**config.mk**
```make
export PLATFORM = sky130hd
export DESIGN_NAME = brf_front
export DESIGN_NICKNAME = d
export VERILOG_FILES = /design/src/hdl/brf_pkg.sv /design/src/hdl/brf_front.sv
export SDC_FILE = /design/constraint.sdc
export NUM_CORES = 1
export LEC_CHECK = 0
export BUFFER_PORTS_ARGS = -buffer_cell sky130_fd_sc_hd__buf_2
export CORE_ASPECT_RATIO = 1.1
export CORE_MARGIN = 5
export CORE_UTILIZATION = 40
export DETAILED_ROUTE_END_ITERATION = 10
export GPL_TIMING_DRIVEN = 0
export HOLD_SLACK_MARGIN = 0.15
export PLACE_DENSITY_LB_ADDON = 0.12
export SYNTH_ARGS = -nofsm -noshare
export SYNTH_HDL_FRONTEND = slang
export SYNTH_SLANG_ARGS = --single-unit
```
**constraint.sdc**
```tcl
create_clock -name i_clk -period 2.2 [get_ports i_clk]
set_input_delay 0.22 -clock i_clk [delete_from_list [all_inputs] [get_ports i_clk]]
set_output_delay 0.22 -clock i_clk [all_outputs]
set_load 0.02 [all_outputs]
```
**src/hdl/brf_pkg.sv**
```systemverilog
package brf_pkg;

    localparam int DEPTH       = 1024;
    localparam int MAX_REQUEST = 64;

    localparam int PTR_W  = $clog2(DEPTH);
    localparam int RING_W = PTR_W + 1;
    localparam int CNT_W  = $clog2(MAX_REQUEST + 1);

    localparam int CAP_W  = 11;
    localparam int REQ_W  = 7;
    localparam int ACC_W  = 10;
    localparam int USED_W = 10;
    localparam int FREE_W = 11;

    localparam logic [CAP_W-1:0] CAP_RESET = CAP_W'(DEPTH);

    localparam logic [1:0] ACT_ENQ  = 2'd0;
    localparam logic [1:0] ACT_DEQ  = 2'd1;
    localparam logic [1:0] ACT_STAT = 2'd2;

    localparam logic [2:0] ADDR_CAPACITY = 3'd0;

    typedef enum logic [1:0] {
        OP_ENQ,
        OP_DEQ,
        OP_STAT
    } t_op;

    typedef enum logic {
        ST_IDLE,
        ST_DEQ
    } t_state;

    typedef struct packed {
        logic [1:0]       action;
        logic [7:0]       data_byte;
        logic             run_last;
        logic [REQ_W-1:0] request_count;
    } t_in_item;

    typedef struct packed {
        logic [7:0]        out_byte;
        logic              byte_valid;
        logic              last_result;
        logic [ACC_W-1:0]  accepted_count;
        logic [USED_W-1:0] used_count;
        logic [FREE_W-1:0] free_count;
    } t_out_item;

    typedef struct packed {
        t_op              op;
        logic [7:0]       data_byte;
        logic             run_last;
        logic [REQ_W-1:0] request_count;
    } t_cmd;

    function automatic logic [RING_W-1:0] ring_size(input logic [CAP_W-1:0] cap);
        logic [RING_W-1:0] r;
        if (32'(cap) < 32'd2) begin
            r = RING_W'(2);
        end else if (32'(cap) > 32'(DEPTH)) begin
            r = RING_W'(DEPTH);
        end else begin
            r = RING_W'(cap);
        end
        return r;
    endfunction

    function automatic logic [PTR_W-1:0] ptr_advance(input logic [PTR_W-1:0] p,
                                                     input logic [RING_W-1:0] ring);
        logic [RING_W-1:0] nx;
        nx = RING_W'(p) + RING_W'(1);
        return (nx >= ring) ? '0 : PTR_W'(nx);
    endfunction

endpackage

```
**src/hdl/brf_front.sv**
```systemverilog
module brf_front (
    input  logic            i_clk,
    input  logic            i_rst_n,
    input  logic            i_in_valid,
    output logic            o_in_stall,
    input  brf_pkg::t_in_item i_in_data,
    output logic            o_cmd_valid,
    output brf_pkg::t_cmd   o_cmd,
    input  logic            i_pop
);
    import brf_pkg::*;

    t_cmd       r_queue [2];
    logic       r_wr_ptr;
    logic       r_rd_ptr;
    logic [1:0] r_count;
    logic [1:0] n_count;
    logic       keep;
    logic       push;
    logic       pop;
    t_cmd       cmd_in;

    always_comb begin
        keep                 = 1'b1;
        cmd_in.op            = OP_ENQ;
        cmd_in.data_byte     = i_in_data.data_byte;
        cmd_in.run_last      = i_in_data.run_last;
        cmd_in.request_count = i_in_data.request_count;
        case (i_in_data.action)
            ACT_ENQ:  cmd_in.op = OP_ENQ;
            ACT_DEQ:  cmd_in.op = OP_DEQ;
            ACT_STAT: cmd_in.op = OP_STAT;
            default:  keep = 1'b0;
        endcase
    end

    assign o_in_stall  = (r_count == 2'd2);
    assign push        = i_in_valid && !o_in_stall && keep;
    assign pop         = i_pop && (r_count != 2'd0);
    assign o_cmd_valid = (r_count != 2'd0);
    assign o_cmd       = r_queue[r_rd_ptr];

    always_comb begin
        n_count = r_count;
        if (push && !pop) begin
            n_count = r_count + 2'd1;
        end else if (pop && !push) begin
            n_count = r_count - 2'd1;
        end
    end

    always_ff @(posedge i_clk) begin
        if (!i_rst_n) begin
            r_wr_ptr <= 1'b0;
            r_rd_ptr <= 1'b0;
            r_count  <= 2'd0;
        end else begin
            r_count <= n_count;
            if (push) begin
                r_wr_ptr <= !r_wr_ptr;
            end
            if (pop) begin
                r_rd_ptr <= !r_rd_ptr;
            end
        end
    end

    always_ff @(posedge i_clk) begin
        if (push) begin
            r_queue[r_wr_ptr] <= cmd_in;
        end
    end

endmodule

```
; After elaboration in Yosys (flattened, before gate mapping)
; Memories as Yosys holds them, arrays and structs flattened. A register that Yosys moved wholly into a read port is not among the register bits.
; Index checks and enable logic that the tools add are counted.
[op_classes]
muxes = 8
n_eq_ne = 3
addsub = 2
n_reduce_logical = 14
[ops]
columns = op, n
row1 = $logic_and A1 B1 Y1, 5
row2 = $logic_not A1 Y1, 5
row3 = $mux W1, 5
row4 = $eq A2 B2 Y1 const B, 2
row5 = $mux W2, 2
row6 = $pmux W2 S2, 1
row7 = $reduce_bool A2 Y1, 2
row8 = $reduce_or A3 Y1, 1
row9 = $add A2 B1 Y2 const B, 1
row10 = $eq A2 B1 Y1 const B, 1
row11 = $logic_not A2 Y1, 1
row12 = $sub A2 B1 Y2 const B, 1
[totals]
inputBits = 22
mem_bits_rw = 36
reg_bits = 4
memories = 1
wordCells = 31
output_inout_bits = 20
[memory_table]
columns = name, depth, word_bits, rd, rd_ports_with_merged_regs, write_ports, line_no
row1 = r_queue, 2, 18, 1, 1, 1, brf_front.sv:13  ; t_cmd r_queue [2];

; Logic depth before layout (Yosys ltp)
; Gate-level depths: netlist of run 1.
[depth]
word_depth = 8
mapped_depth = 6
ltp_nobuf = 6

; Worst setup path after synthesis of run 1
; OpenSTA, ideal clock, no wires.
[synth_path]
kind = reg-to-reg
startpoint = register r_count[0]
endpoint = memory r_queue[0][0] (netlist bit) (enable)
stages_incl_launch_ff = 4
synth_period_minus_slack_ps = 2064
t_arrival_ps = 1669
setup_ps = 395
setup_slack_ps = 136
path_buffers = 0
cell_sequence = dfxtp_1 > nor2b_1 > a211oi_4 > nor2b_1
[synth_between]
elab_chain_len = 6
[synth_lines]
columns = item, line_no
row1 = from (decl), brf_front.sv:16  ; logic [1:0] r_count;
row2 = from (signal assigned), brf_front.sv:58  ; r_count <= n_count;
row3 = $eq A2 B2 Y1, brf_front.sv:37  ; assign o_in_stall = (r_count == 2'd2);
row4 = net o_in_stall, brf_front.sv:5  ; output logic o_in_stall,
row5 = $logic_not A1 Y1, brf_front.sv:38  ; assign push = i_in_valid && !o_in_stall && keep;
row6 = $logic_and A1 B1 Y1 (2 in series), brf_front.sv:38
row7 = net push, brf_front.sv:19  ; logic push;
row8 = $mux W1, brf_front.sv:69  ; if (push) begin
row9 = $mux W1 (implied by the code), brf_front.sv:70  ; r_queue[r_wr_ptr] <= cmd_in;
row10 = to (decl), brf_front.sv:13
; The timed path passes the listed nets, and every way through them passes these cells.

; Final worst setup path of run 1
[layout_path]
startpoint = register r_count[0]
endpoint = memory r_queue[1][9] (netlist bit) (enable)
[layout_between]
elab_chain_len = 6
[layout_lines]
columns = item, line_no
row1 = $eq A2 B2 Y1, brf_front.sv:37
row2 = $logic_not A1 Y1, brf_front.sv:38
row3 = $logic_and A1 B1 Y1 (2 in series), brf_front.sv:38
row4 = net push, brf_front.sv:19
row5 = $mux W1, brf_front.sv:69
row6 = $mux W1 (implied by the code), brf_front.sv:70
; The timed path passes the listed nets, and every way through them passes these cells.

==> results of run 1 <==
==> flip-flops by register name, summed over array words and instances, names as in the netlist, named ones only <==
register	count
r_queue	36
r_count	2
r_wr_ptr	1
r_rd_ptr	1
==> where the power goes <==
part / switching [µW] / leakage [µW] / internal [µW] / total [µW]
clock network: 229 / 0.0000430 / 213 / 442
registers: 45.8 / 0.000375 / 977 / 1020
logic: 413 / 0.000382 / 339 / 751
==> kinds of logic after synthesis <==
| group | after synthesis | share of synthesized area (%) |
|---|---|---|
| simple gates | 12 | 4.65 |
| fa+ha+maj | 1 | 0.802 |
| flops | 41 | 75.8 |
| mux | 19 | 13.6 |
| buf+inv | 3 | 1.04 |
| xor+xnor | 3 | 1.69 |
| compound gates | 4 | 2.41 |
==> how the worst min path moves through the flow <==
stage                  startpoint        endpoint  slack, ns  cells past startpoint
floorplan            i_in_data[0]   r_queue[0][0]       0.32                      0
global placement    i_in_data[13]  r_queue[0][13]       0.41                      1
detailed placement   i_in_data[7]   r_queue[0][7]       0.41                      1
CTS                       i_rst_n        r_rd_ptr       0.20                      2
global route              i_rst_n        r_rd_ptr       0.21                      2
finish                    i_rst_n        r_rd_ptr       0.20                      2
==> synthesized netlist by cell type, types with 2 or more instances <==
| library cell | count |
|---|---|
| edfxtp_1 | 36 |
| mux2_2 | 18 |
| dfxtp_1 | 5 |
| and2_1 | 4 |
| nor2b_1 | 4 |
| xnor2_1 | 2 |
==> final cells by class <==
| class | count | area share [%] |
|---|---|---|
| clock buffer | 5 | 3.30 |
| inverter | 1 | 0.180 |
| multi-input combinational | 39 | 17.5 |
| sequential | 41 | 56.6 |
| timing repair buffer | 58 | 18.2 |
| buffer | 2 | 0.600 |
| tap | 50 | 3.00 |
| clock inverter | 3 | 0.600 |
==> per-layer routing <==
layer  wire length, µm  share of wire (%)  vias to the layer above
met5                 0                  0                        -
li1                  -                  -                      439
met2              1420                 55                       26
met4                46                1.8                        0
met3               160                6.1                        4
met1               977                 38                      420
==> repair_timing <==
action | in CTS | in global routing
gates resized for setup | 0 | 0
hold buffers | 16 | 0
hold endpoints to repair | 32 | 0
==> layout by cell type, fill, tap and decap left out, types with 2 or more instances in the layout <==
cell,instances
and2_1,4
dfxtp_1,5
edfxtp_1,36
nor2b_1,3
clkbuf_8,5
xnor2_1,2
buf_2,42
mux2_2,18
dlygate4sd3_1,16
clkinv_1,2
==> stage by stage <==
step                      setup WS [ns]  power (µW)
after global routing              0.193        2340
after detailed placement          0.265        1780
final                             0.310        2220
after global placement           -0.299        1750
after floorplan                   0.136        1550
after CTS                         0.254        2250
==> results.json, run 1 <==
{
  "place_area_mm2": 0.00184,
  "cp.required_ns": 2.11,
  "antenna_found_initial": 0,
  "r2r_setup_slack_ns": 0.31,
  "drv_cap": 0,
  "cp_top_family": "simple AND/OR/NAND/NOR gates",
  "synthesis.nets": 106,
  "place_hpwl_um": 1800,
  "antenna_cells": 0,
  "timing.final.crit_share_pct": 85.9,
  "syn_area_mm2": 0.00156,
  "arrival_ns": 1.80,
  "yosys_register_bits": 41,
  "final-max-slew-violation-count": 0,
  "cts_buffer_depth": 2,
  "overflow": 0,
  "io_pins": 42,
  "via_per_inst": 4.47,
  "synth_edf_count": 36,
  "finalCoreUtilization_pct": 56.2,
  "async_flop_share_pct": 0,
  "r2r_end": "r_queue[1][9]",
  "grt_pass1_wl_um": 4150,
  "layout-drive-gt1-share_pct": 47.7,
  "first_iter_violations": 38,
  "max-vdd-ir-drop_mv": 0.834,
  "fin_nets": 171,
  "clk_latency_ns": 0.28,
  "fmax_mhz": 529,
  "report.final.setup_viol": 0,
  "dp_cells": 175,
  "grt_max_degree": 19,
  "outcome": "completed",
  "regArea_mm2": 0.00118,
  "numCtsBuffers": 5,
  "worstSetupEndpointType": "flip-flop",
  "nFillCells": 330,
  "clockRootBuffer": "clkbuf_8",
  "tritoncts": "built",
  "multiInputGateArea_um2": 364,
  "h-tree-depth": 2,
  "clock_sinks": 41,
  "endpoint": "r_queue[1][9]",
  "yosysSeqAreaShare_pct": 75.8,
  "dieArea_mm2": 0.00525,
  "rsz0062_at_grt": "false",
  "synth_cells": 83,
  "hold-worst-slack_ns": 0.199,
  "busiest_layer": "met2",
  "rr_worst_depth": 3,
  "gr-usage-met1_pct": 10.2,
  "skew_ns": 0.00522,
  "rr_startpoint": "r_count[0]",
  "grtUsageTotal_pct": 10.6,
  "critPathMaxStageDelay_ns": 0.73,
  "crit_type": "reg -> reg",
  "yosysTopAreaCellShare_pct": 69.3,
  "portBuffers": 41,
  "vias": 889,
  "ys_types": 20,
  "yosys-top-cells-area": "edfxtp_1, mux2_2, dfxtp_1",
  "synth_warnings": 0,
  "start_util_pct": 42.0,
  "drc_errors": 0,
  "post-route-min-period_ns": 1.89,
  "yosysTopAreaCell": "edfxtp_1",
  "post_cts_buffers": 0,
  "leakagePower_uw": 0.000800,
  "relSlewSlack_pct": 43.7,
  "fp.dieH_um": 75.5,
  "drtAntennaViolNets": 0,
  "grt_pass1_vias": 950,
  "crit_path_start": "r_count[0]",
  "start_kind": "flip-flop",
  "routed_wl_um": 2610,
  "setup_tns_ns": 0,
  "hold_viol_final": 0,
  "clkTransAtPathRegs_ns": 0.07,
  "rows": 23,
  "final_cell_area_mm2": 0.00209,
  "gp_congestion": 0.634,
  "dr.pass1.iters": 4,
  "core_mm2": 0.00371,
  "synth_ff_type": "edfxtp_1",
  "synthToLayoutAreaGrowth_pct": 33.8,
  "die_w_um": 69.5,
  "path_buf_inv": 0,
  "critPathSlowestCell": "and2_1",
  "critPathMaxFanout": 18,
  "stdcell_count": 199,
  "power_density_mw_per_mm2": 1060,
  "worstMarginPinSlew_ns": 0.845,
  "path_depth": 3,
  "grt_use_met2_pct": 20.0,
  "hold_class": "in -> reg",
  "wl_per_cell_um": 13.1,
  "avgSynthCellArea_um2": 18.8,
  "use_met3_pct": 4.09,
  "worstPathCellList": "nor2b_1, a211oi_4, and2_1"
}
Power figures use the tool's default switching activity.
==> run 2: changes to the inputs <==
--- a/config.mk
+++ b/config.mk
@@ -5,7 +5,7 @@
 export SDC_FILE = /design/constraint.sdc
 export NUM_CORES = 1
 export LEC_CHECK = 0
-export BUFFER_PORTS_ARGS = -buffer_cell sky130_fd_sc_hd__buf_2
+export BUFFER_PORTS_ARGS = -buffer_cell sky130_fd_sc_hd__buf_4
 export CORE_ASPECT_RATIO = 1.1
 export CORE_MARGIN = 5
 export CORE_UTILIZATION = 40
==> constraint.sdc (replaced) <==
create_clock -name i_clk -period 1.55 [get_ports i_clk]
set_input_delay 0.155 -clock i_clk [delete_from_list [all_inputs] [get_ports i_clk]]
set_output_delay 0.155 -clock i_clk [all_outputs]
set_load 0.02 [all_outputs]
==> results.json, run 2 (synthesis results as in run 1) <==
{
  "outcome": "completed",
  "crit_type": "reg -> reg",
  "stdcell_count": 206,
  "dieArea_mm2": 0.00525,
  "nFillCells": 284,
  "post-route-min-period_ns": 1.53,
  "gp_congestion": 0.678,
  "arrival_ns": 1.75,
  "grt_max_degree": 19,
  "die_w_um": 69.5,
  "drc_errors": 0,
  "clkTransAtPathRegs_ns": 0.07,
  "pre_cts_ws_ns": -0.139,
  "final-max-slew-violation-count": 0,
  "skew_ns": 0.00886,
  "rows": 23,
  "drtAntennaViolNets": 0,
  "final_cell_mix": "edfxtp_1, buf_4, dlygate4sd3_1, buf_6, mux2_4",
  "report.final.setup_viol": 0,
  "layout-drive-gt1-share_pct": 55.1,
  "dr.pass1.iters": 3,
  "grt_pass1_wl_um": 4810,
  "h-tree-depth": 2,
  "hold_viol_final": 0,
  "clk_latency_ns": 0.29,
  "start_util_pct": 42.0,
  "grtUsageTotal_pct": 12.3,
  "antenna_found_initial": 0,
  "numCtsBuffers": 5,
  "start_kind": "flip-flop",
  "cp.required_ns": 1.76,
  "relSlewSlack_pct": 75.7,
  "wl_per_cell_um": 14.8,
  "core_mm2": 0.00371,
  "fin_nets": 178,
  "critPathMaxFanout": 5,
  "worstMarginPinSlew_ns": 0.361,
  "worstSetupEndpointType": "flip-flop",
  "reg.largest.list": "r_queue x36, r_count x2",
  "finalCoreUtilization_pct": 67.4,
  "overflow": 0,
  "fmax_mhz": 652,
  "power_density_mw_per_mm2": 1670,
  "largest_reg_flops": 36,
  "final_common_cell": "edfxtp_1",
  "tritoncts": "built",
  "grt_pass1_vias": 1039,
  "portBuffers": 41,
  "vias": 928,
  "clock_sinks": 41,
  "r2r_setup_slack_ns": 0.02,
  "via_per_inst": 4.50,
  "clockRootBuffer": "clkbuf_8",
  "place_hpwl_um": 1820,
  "timing.final.crit_share_pct": 98.9,
  "routed_wl_um": 3050,
  "layout_setup_ws_ns": 0.0165,
  "antenna_cells": 0,
  "synthToLayoutAreaGrowth_pct": 60.5,
  "max-vdd-ir-drop_mv": 0.889,
  "fp.dieH_um": 75.5,
  "io_pins": 42,
  "dp_cells": 174,
  "rsz0062_at_grt": "true",
  "drv_cap": 0,
  "leakagePower_uw": 0.000980,
  "cts_buffer_depth": 2,
  "first_iter_violations": 22,
  "regMostFlops": "r_queue",
  "hold_class": "in -> reg"
}
run 2: changes by cell type in the layout (fill, tap and decap cells not counted), moves of 3 or more:
cell / delta
buf_2: -42
buf_4: +29
buf_6: +14
mux2_2: -10
mux2_4: +10
buf_12: +4
dfxtp_1: -3
run 2: path summary, 6_finish.rpt:
path                               startpoint  depth (start not counted)             end
worst max-delay path               r_count[1]                          5      r_count[1]
worst min-delay path            i_in_data[17]                          2  r_queue[0][16]
worst min register to register       r_wr_ptr                          2        r_wr_ptr
worst max register to register     r_count[1]                          5      r_count[1]
run 2: metal layers:
| metal | vias to the layer above | track usage (%) | share of wire [%] |
|---|---|---|---|
| met4 | 0 | 6.51 | 1.2 |
| met3 | 6 | 4.75 | 6.4 |
| li1 | 457 | - | - |
| met5 | - | 0 | 0 |
| met1 | 439 | 12.1 | 36 |
| met2 | 26 | 23.0 | 56 |
run 2: what timing repair did:
item / in CTS / in global routing
gates resized for setup: 26 / 11
setup endpoints to repair: 47 / 34
endpoints found under the hold margin: 36 / 0
pin swaps: 4 / 1
setup buffers: 7 / 0
cloned: 1 / 0
hold buffers: 17 / 0
run 2: layout make-up:
class                      count  area [µm²]  share of cell area (%)
clock inverter                 3        65.1                    2.60
clock buffer                   5        68.8                    2.75
inverter                       1        3.75                   0.150
multi-input combinational     39         437                    17.5
buffer                         1        15.0                   0.600
tap                           50        62.6                    2.50
timing repair buffer          66         661                    26.4
sequential                    41        1190                    47.5
run 2: worst max-delay path: stages (launching register included):
cell,delay [ns]
dfxtp_2,0.34
nor2b_4,0.13
a211oi_4,0.26
ha_4,0.25
or3_1,0.34
a21boi_1,0.13
run 2: power breakdown:
part	switching, µW	internal [µW]	leakage, µW
Sequential	99.5	1400	0.000377
Combinational	710	979	0.000535
Clock	353	639	0.0000681
run 2: stage by stage:
step	hold slack (ns)	TNS, ns	cell area, µm²	total power (µW)
final	0.188	0	2500	4180
after global routing	0.182	-0.809	2500	4390
after CTS	0.179	-0.580	2470	4150
after detailed placement	0.343	-3.65	1950	2670
after global placement	0.340	-2.60	1950	2630
after floorplan	0.254	0	1580	2230
